**config.mk**
```make
export PLATFORM = sky130hd
export DESIGN_NAME = lirn_ram
export DESIGN_NICKNAME = d
export VERILOG_FILES = /design/src/lirn_ram.sv
export SDC_FILE = /design/constraint.sdc
export NUM_CORES = 1
export LEC_CHECK = 0
export BUFFER_PORTS_ARGS = -buffer_cell sky130_fd_sc_hd__clkbuf_2
export CAP_MARGIN = 10
export CORE_UTILIZATION = 62
export CTS_CLUSTER_SIZE = 28
export DETAILED_ROUTE_END_ITERATION = 7
export PLACE_DENSITY = 0.81
export SLEW_MARGIN = 5
export SYNTH_ARGS = -nofsm -noshare
export SYNTH_HDL_FRONTEND = slang
export SYNTH_SLANG_ARGS = --single-unit
export TNS_END_PERCENT = 1
```
**constraint.sdc**
```tcl
create_clock -name clk -period 5.1 [get_ports clk]
set_input_delay 1.02 -clock clk [delete_from_list [all_inputs] [get_ports clk]]
set_output_delay 1.02 -clock clk [all_outputs]
set_load 0.005 [all_outputs]
```
**src/lirn_ram.sv**
```systemverilog
// Generic simple dual-port RAM with one write port and one registered read port.
`timescale 1ns / 1ps

module lirn_ram #(
    parameter int DataWidth = 8,
    parameter int Depth     = 16
) (
    input  logic                     clk,
    input  logic                     wr_en,
    input  logic [$clog2(Depth)-1:0] wr_addr,
    input  logic [DataWidth-1:0]     wr_data,
    input  logic                     rd_en,
    input  logic [$clog2(Depth)-1:0] rd_addr,
    output logic [DataWidth-1:0]     rd_data
);

    logic [DataWidth-1:0] mem [Depth];
    logic [DataWidth-1:0] rd_data_reg;

    // A read and a write to the same address in one cycle return the old data.
    always_ff @(posedge clk)
    begin
        if (wr_en)
        begin
            mem[wr_addr] <= wr_data;
        end
        if (rd_en)
        begin
            rd_data_reg <= mem[rd_addr];
        end
    end

    assign rd_data = rd_data_reg;

endmodule

```
==> flow_metrics.tcl <==
set metrics [dict create \
    status "completed" \
    core-area_mm2 0.00818 \
    yosysUniqueCellTypes 18 \
    port_buffers 26 \
    fin_nets 287 \
    die_w_um 93.8 \
    route.detailed.drc 0 \
    post-synth-top-count-cell "edfxtp_1" \
    antenna_cells 0 \
    gp_congestion 0.794 \
    drv_slew 0 \
    yosys.area.top_type "edfxtp_1" \
    critPathMaxStageDelay_ns 0.61 \
    drt-pass1-iter-count 5 \
    syn-instance-count 229 \
    grt_pass1_wl_mm 15.6 \
    finalHoldViolCount 0 \
    clk_path_buf_depth 2 \
    area_growth_pct 15.8 \
    ys_warn_count 0 \
    cts_buffers 17 \
    synthTopCellsByArea "edfxtp_1, mux4_2, mux4_1, a22oi_1, nor2_1" \
    layout_min_cycle_time_ns 2.64 \
    crit_path_max_fanout 23 \
    start_util_pct 63.9 \
    p_comb_share_pct 4.2 \
    dieArea_mm2 0.00880 \
    skew_ns 0.0112 \
    p_per_area_mw_per_mm2 439 \
    clk_latency_ns 0.52 \
    critical-path-slowest-cell "clkbuf_2" \
    grtUsageTotal_pct 27.2 \
    final-setup-viol-count 0 \
    yosys.area_share.adder_pct 0 \
    cts_tree "built" \
    num_vias 2558 \
    drtAntennaViolNets 0 \
    arrival_ns 2.91 \
    tightestPinTransition_ns 1.16 \
    ys.flop_type "edfxtp_1" \
    vias_per_cell 6.63 \
    htreeDepth 4 \
    overflow 0 \
    required_ns 5.37 \
    synthXorXnorAreaFrac_pct 0 \
    power_switching_share_pct 19.5 \
    io_pins 27 \
    maxCapViolations 0 \
    synth_edf_count 136 \
    grt_pass1_vias 2469 \
    async_flop_share_pct 0 \
    synth_simple_gate_area_share_pct 3.14 \
    hold_path_class "reg -> reg" \
    clkPwrFrac_pct 48.2 \
    ctsResizeCount 0 \
    wl_per_cell_um 27.0 \
    yosys-top-cells-count "edfxtp_1, mux4_2, a22oi_1" \
    synth_seq_cells 136 \
    totalWireLength_mm 10.4 \
    fmax_mhz 379 \
    p_int_mw 2.14 \
    yosysSeqAreaShare_pct 78.1 \
    path_class "in -> reg" \
    p_sw_uw 519 \
    drive_above_1_share_pct 27.8 \
    hold_buffers 0 \
    end_kind "flop" \
    path_clk_slew_ns 0.06 \
    peakVddDrop_v 0.000280 \
    syn-cell-area_mm2 0.00523 \
    critPathLaunchType "input port" \
    whs_ns 0.758 \
    p_leak_nw 2.03 \
    hpwlAfterDp_mm 6.07 \
    clock-sinks 136 \
    seqPwrFrac_pct 47.6 \
    die_h_um 93.8 \
    regArea_mm2 0.00408 \
    grt_max_degree 33 \
    synth_top_family_by_area "multiplexers" \
    path_cells "clkbuf_2 > buf_4 > mux4_1 > a22oi_1 > nand2_1" \
    synth_top_area_share_pct 78.1 \
    synthMuxAreaShare_pct 14.8 \
    drt-initial-drc-count 297 \
    antenna_found_initial 0 \
    setup_tns_ns 0 \
    syn_avg_cell_area_um2 22.8 \
    root_buffer "clkbuf_8" \
    rsz0062_at_grt "false" \
    postCtsSetupRepairBufs 0 \
    slew_headroom_pct 21.8 \
    rows 33 \
    syn_nets 248 \
    min_period_over_period_pct 51.7 \
    multiInputGateArea_mm2 0.00106 \
    largest_reg_flops 128 \
    nFillCells 450 \
    synth_compound_gate_area_share_pct 2.30 \
]
[stage by stage]
step           total power [mW]  std cells  worst slack (ns)  util, %  cell area (µm²)
2_1_floorplan              1.35        229              2.59        -             5230
3_3_place_gp               1.39        354              1.94     66.5             5430
3_5_place_dp               1.40        354              1.91     66.5             5430
4_1_cts                    2.67        386              2.45     74.1             6060
5_1_grt                    2.73        386              2.39     74.1             6060
6_report                   2.66        386              2.46     74.1             6060
[final cells by class]
class | count | share of cell area, %
sequential | 136 | 67.4
multi-input combinational | 83 | 17.5
clock buffer | 18 | 6.90
clock inverter | 14 | 3.39
timing repair buffer | 30 | 2.64
tap | 105 | 2.17
[worst paths after layout]
path | startpoint | endpoint | slack (ns) | depth (start not counted)
max | rd_addr[0] | rd_data[5] | 2.46 | 5
min | mem[13][0] | rd_data[0] | 0.76 | 3
max reg2reg | mem[10][2] | rd_data[2] | 3.48 | 3
min reg2reg | mem[13][0] | rd_data[0] | 0.76 | 3
[power by group through the flow]
stage / Clock [mW] / Combinational (mW) / Sequential (mW)
3_5_place_dp: 0 / 0.110 / 1.29
2_1_floorplan: 0 / 0.0636 / 1.29
3_3_place_gp: 0 / 0.106 / 1.29
5_1_grt: 1.34 / 0.121 / 1.27
6_report: 1.28 / 0.111 / 1.27
4_1_cts: 1.29 / 0.112 / 1.27
[worst max-delay path: cells and delay by family]
kind	cells	cell delay, ns
and+or+nand+nor	1	0.08
muxes	1	0.59
buffers and inverters	2	0.96
AOI/OAI and AO/OA	1	0.23
[cells by family (layout without fill, tap and decap cells)]
kind of cell,Yosys count,in the layout
compound gates,16,16
flops,136,136
mux,32,32
simple gates,35,35
buf+inv,10,62
[cell usage in the layout (no fill, tap or decap), drive strengths merged]
cell	count
nor3	4
nand2b	2
nand2	9
bufinv	5
buf	4
nor2	13
and2b	1
clkinv	7
nand3b	2
or3b	1
nor2b	1
and2	1
a22oi	16
edfxtp	136
clkinvlp	2
clkbuf	44
mux4	32
nand3	1
[layer usage]
metal	routed length, µm	up-vias	global-route usage (%)
met5	0	-	0
met4	161	0	10.8
met3	973	12	8.41
met2	5010	173	39.1
met1	4250	1309	39.4
li1	-	1064	-
Power figures use the tool's default switching activity.
