File: config.mk
export PLATFORM = sky130hd
export DESIGN_NAME = lirn_coord_round
export DESIGN_NICKNAME = d
export VERILOG_FILES = /design/src/lirn_pkg.sv /design/src/lirn_coord_round.sv
export SDC_FILE = /design/constraint.sdc
export NUM_CORES = 1
export LEC_CHECK = 0
export ABC_AREA = 1
export ABC_CLOCK_PERIOD_IN_PS = 1900
export BUFFER_PORTS_ARGS = -buffer_cell sky130_fd_sc_hd__buf_2
export CAP_MARGIN = 25
export CELL_PAD_IN_SITES_DETAIL_PLACEMENT = 1
export CELL_PAD_IN_SITES_GLOBAL_PLACEMENT = 1
export CORE_MARGIN = 3
export CORE_UTILIZATION = 30
export DETAILED_ROUTE_END_ITERATION = 7
export PLACE_DENSITY = 0.86
export SETUP_SLACK_MARGIN = 0.05
export SYNTH_ARGS = -nofsm -noshare
export SYNTH_HDL_FRONTEND = slang
export SYNTH_SLANG_ARGS = --single-unit
File: constraint.sdc
create_clock -name vclk -period 1.9
set_clock_uncertainty 0.15 [all_clocks]
set_input_delay 0.19 -clock vclk [all_inputs]
set_output_delay 0.19 -clock vclk [all_outputs]
set_load 0.01 [all_outputs]
File: src/lirn_pkg.sv
// Shared widths, defaults, opcodes and types for the nearest-neighbor remap block.
`timescale 1ns / 1ps

package lirn_pkg;

    localparam int IndexWidth = 19;
    localparam int CoordWidth = 16;
    localparam int RgbWidth   = 24;
    // Rounded magnitude of a coordinate: one bit for the absolute value of the most
    // negative code, one more for the added half.
    localparam int RoundWidth = CoordWidth + 2;

    localparam int DefFrameWidth    = 640;
    localparam int DefFrameHeight   = 480;
    localparam int DefCoordFracBits = 5;

    typedef enum logic [1:0] {
        OP_MAP_WRITE   = 2'd0,
        OP_PIXEL_WRITE = 2'd1,
        OP_EMIT        = 2'd2
    } opcode_t;

    // Result of rounding one coordinate and checking it against one frame bound.
    typedef struct packed {
        logic                  in_bounds;
        logic [RoundWidth-1:0] mag;
    } coord_res_t;

endpackage

File: src/lirn_coord_round.sv
// Rounds one fixed-point coordinate half away from zero and checks it against a bound.
`timescale 1ns / 1ps

module lirn_coord_round #(
    parameter int FracBits = lirn_pkg::DefCoordFracBits,
    parameter int Limit    = lirn_pkg::DefFrameWidth
) (
    input  logic [lirn_pkg::CoordWidth-1:0] coord,
    output lirn_pkg::coord_res_t            res
);
    import lirn_pkg::*;

    localparam int HalfInt = (FracBits > 0) ? (1 << (FracBits - 1)) : 0;

    logic                  neg;
    logic [CoordWidth:0]   mag;
    logic [RoundWidth-1:0] sum;
    logic [RoundWidth-1:0] rounded;

    assign neg = coord[CoordWidth-1];

    // Magnitude of the signed code; the most negative code needs the extra bit.
    assign mag = neg ? ((CoordWidth+1)'(0) - {coord[CoordWidth-1], coord})
                     : {1'b0, coord};

    assign sum     = {1'b0, mag} + RoundWidth'(HalfInt);
    assign rounded = sum >> FracBits;

    // A negative coordinate that rounds to zero is still inside the frame.
    assign res.mag       = rounded;
    assign res.in_bounds = !(neg && (rounded != '0)) && (rounded < RoundWidth'(Limit));

endmodule

==> results.yml <==
routing:
  drt_wl_total_mm: 4.41
  drt_iter0_drc: 32
  drtPass1Iterations: 6
  vias: 1425
  drcViolationCount: 0
  detail-route-antenna-nets: 0
  via_per_inst: 5.02
  avgRoutedWirePerCell_microns: 15.5
synth:
  synthTopCellsByArea: "nand2_1 28%, inv_1 11%, nand3_1 9.7%, nor2_1 6.8%, nand2_4 6.0%"
  netlist_area_sq_um: 932
  synth_top_area_cell: "nand2_1"
  yosysMostFrequentCell: "nand2_1"
  ys_types: 25
  syn_inst: 181
  synth_top_area_frac: 0.282
  ys_seq_area_frac: 0
  ys_warn_count: 0
  synthTopCellsByCount: "70 x nand2_1, 27 x inv_1, 18 x nand3_1, 17 x nor2_1"
  avgSynthCellArea_sq_um: 5.15
pwr:
  leakage_uw: 0.000888
  p_per_area_nw_per_um2: 266
  vdd_drop_max_uv: 105
worst_hold_path:
  hold_start: "coord[14]"
  min_path_type: "input pin to primary output"
global_route:
  gr-total-overflow: 0
  antenna_found_initial: 0
  grt_pass1_vias: 1451
  grt.total_usage: 0.233
  grt_first_pass_wirelength_mm: 6.78
  grt_max_degree: 9
die:
  start_util: 0.327
  rows: 19
  dieArea_sq_um: 3810
  die_x_microns: 61.7
  fp.dieH_microns: 61.7
  pin_count: 35
  core_area_sq_um: 2850
cells_and_area:
  num_antenna_cells: 0
  nets: 272
  final_util: 0.558
  numSequentialCells: 0
  area.sequential_sq_um: 0
  syn_to_final_growth_pct: 70.7
  nClkBuffers: 0
  drive_gt1_frac: 0.498
run_status:
  outcome: "finished with violations"
  violations: "setup timing"
place:
  dpl.hpwl_mm: 2.73
  globalplace.congestion: 0.827
  port_buffers: 28
setup_path:
  crit_fanout: 4
  cpPeakStageDelay_ns: 0.21
  cp_slowest_cell: "a21oi_1"
  critPathArrivalTime_ns: 2.13
  endpoint: "res[18]"
  startpoint: "coord[1]"
  cp_common_cell: "nand3_1"
  crit_required_ns: 1.56
  worst_setup_path_start_kind: "input pin"
  crit_path_end_kind: "primary output"
  crit_path_cell_trace: "buf_8, nor2_4, nand3_4, nand3_1, nand2_4, ha_4, inv_4, nand3_1, a21oi_1, nand2_1, nor2_1, nand3_1, nor2_2, nand2_1, a21oi_2, buf_2"
  worstSetupPathType: "input pin to primary output"
sta:
  hold_viol_final: 0
  timing.hold.ws_ns: 0.796
  rsz0062_at_grt: "true"
  setup_viol: 9
  fin_ws_ns: -0.570
  min_period_ns: 2.47
  timing.final.crit_share: 1.30
  slew_viol_final: 0
  max_freq_ghz: 0.405
job:
  drv_cap: 0
-- metal layers --
layer / wire (microns) / track usage / vias up
li1: - / - / 692
met1: 1900 / 0.289 / 686
met2: 2380 / 0.447 / 43
met3: 117 / 0.0103 / 4
met4: 18 / 0.0364 / 0
met5: 0 / 0 / -
-- logic make-up after synthesis --
kind of cell | Yosys count | synth area share
AOI/OAI and AO/OA | 7 | 0.0617
buffers and inverters | 37 | 0.193
adders and majority gates | 1 | 0.0134
and+or+nand+nor | 134 | 0.718
xor gates and xnor gates | 1 | 0.00940
other | 1 | 0.00402
-- cell usage in the layout, fill, tap and decap left out, types with 2 or more instances in the layout --
| cell type | instances |
|---|---|
| conb_1 | 7 |
| nand2_1 | 57 |
| nor2_4 | 4 |
| nand2_2 | 18 |
| nand3_4 | 3 |
| nand3b_1 | 2 |
| buf_2 | 20 |
| nand3_1 | 17 |
| nand4_1 | 3 |
| nand2_4 | 6 |
| nor2_1 | 12 |
| nor2_2 | 6 |
| inv_1 | 23 |
| inv_2 | 4 |
| buf_6 | 10 |
| nand3_2 | 4 |
| buf_4 | 44 |
-- repair_timing --
| action | in CTS | in global routing |
|---|---|---|
| cloned | 0 | 0 |
| endpoints found under the setup margin | 10 | 11 |
| resized for setup | 23 | 20 |
| hold endpoints to repair | 0 | 0 |
| buffers inserted | 10 | 3 |
| pin swaps | 18 | 11 |
| hold buffers | 0 | 0 |
-- critical path, delay by kind of cell --
family / cells / cell delay, ns
adder cells (fa/ha/maj): 1 / 0.18
AO/OA/AOI/OAI: 2 / 0.37
AND/OR/NAND/NOR: 10 / 1.08
buffers and inverters: 3 / 0.32
-- final cells by class --
type,count,area [sq um]
inverter,28,108
fill,401,1260
tap,31,38.8
multi-input combinational,150,887
timing repair buffer,75,558
-- worst min path at each step --
stage,end,cells after the start
finish,res[10],6
global route,res[10],6
CTS,res[10],6
detailed placement,res[10],6
global placement,res[10],6
floorplan,res[9],3
-- power by group --
part / switching, uW / internal [uW] / leakage (uW)
sequential: 0 / 0 / 0
combinational: 233 / 190 / 0.000888
clock: 0 / 0 / 0
total: 233 / 190 / 0.000888
-- through the flow --
step	instance area [sq um]	setup WS (ns)	std cells	total power, uW	setup TNS [ns]
after floorplan	975	-0.127	187	195	-0.127
after global placement	1330	-0.405	271	320	-1.39
after detailed placement	1330	-0.472	271	333	-1.88
after CTS	1490	-0.405	281	375	-1.91
after global routing	1590	-0.679	284	457	-3.73
final	1590	-0.570	284	423	-2.76
Note: power is estimated with default switching activity, not from simulation.
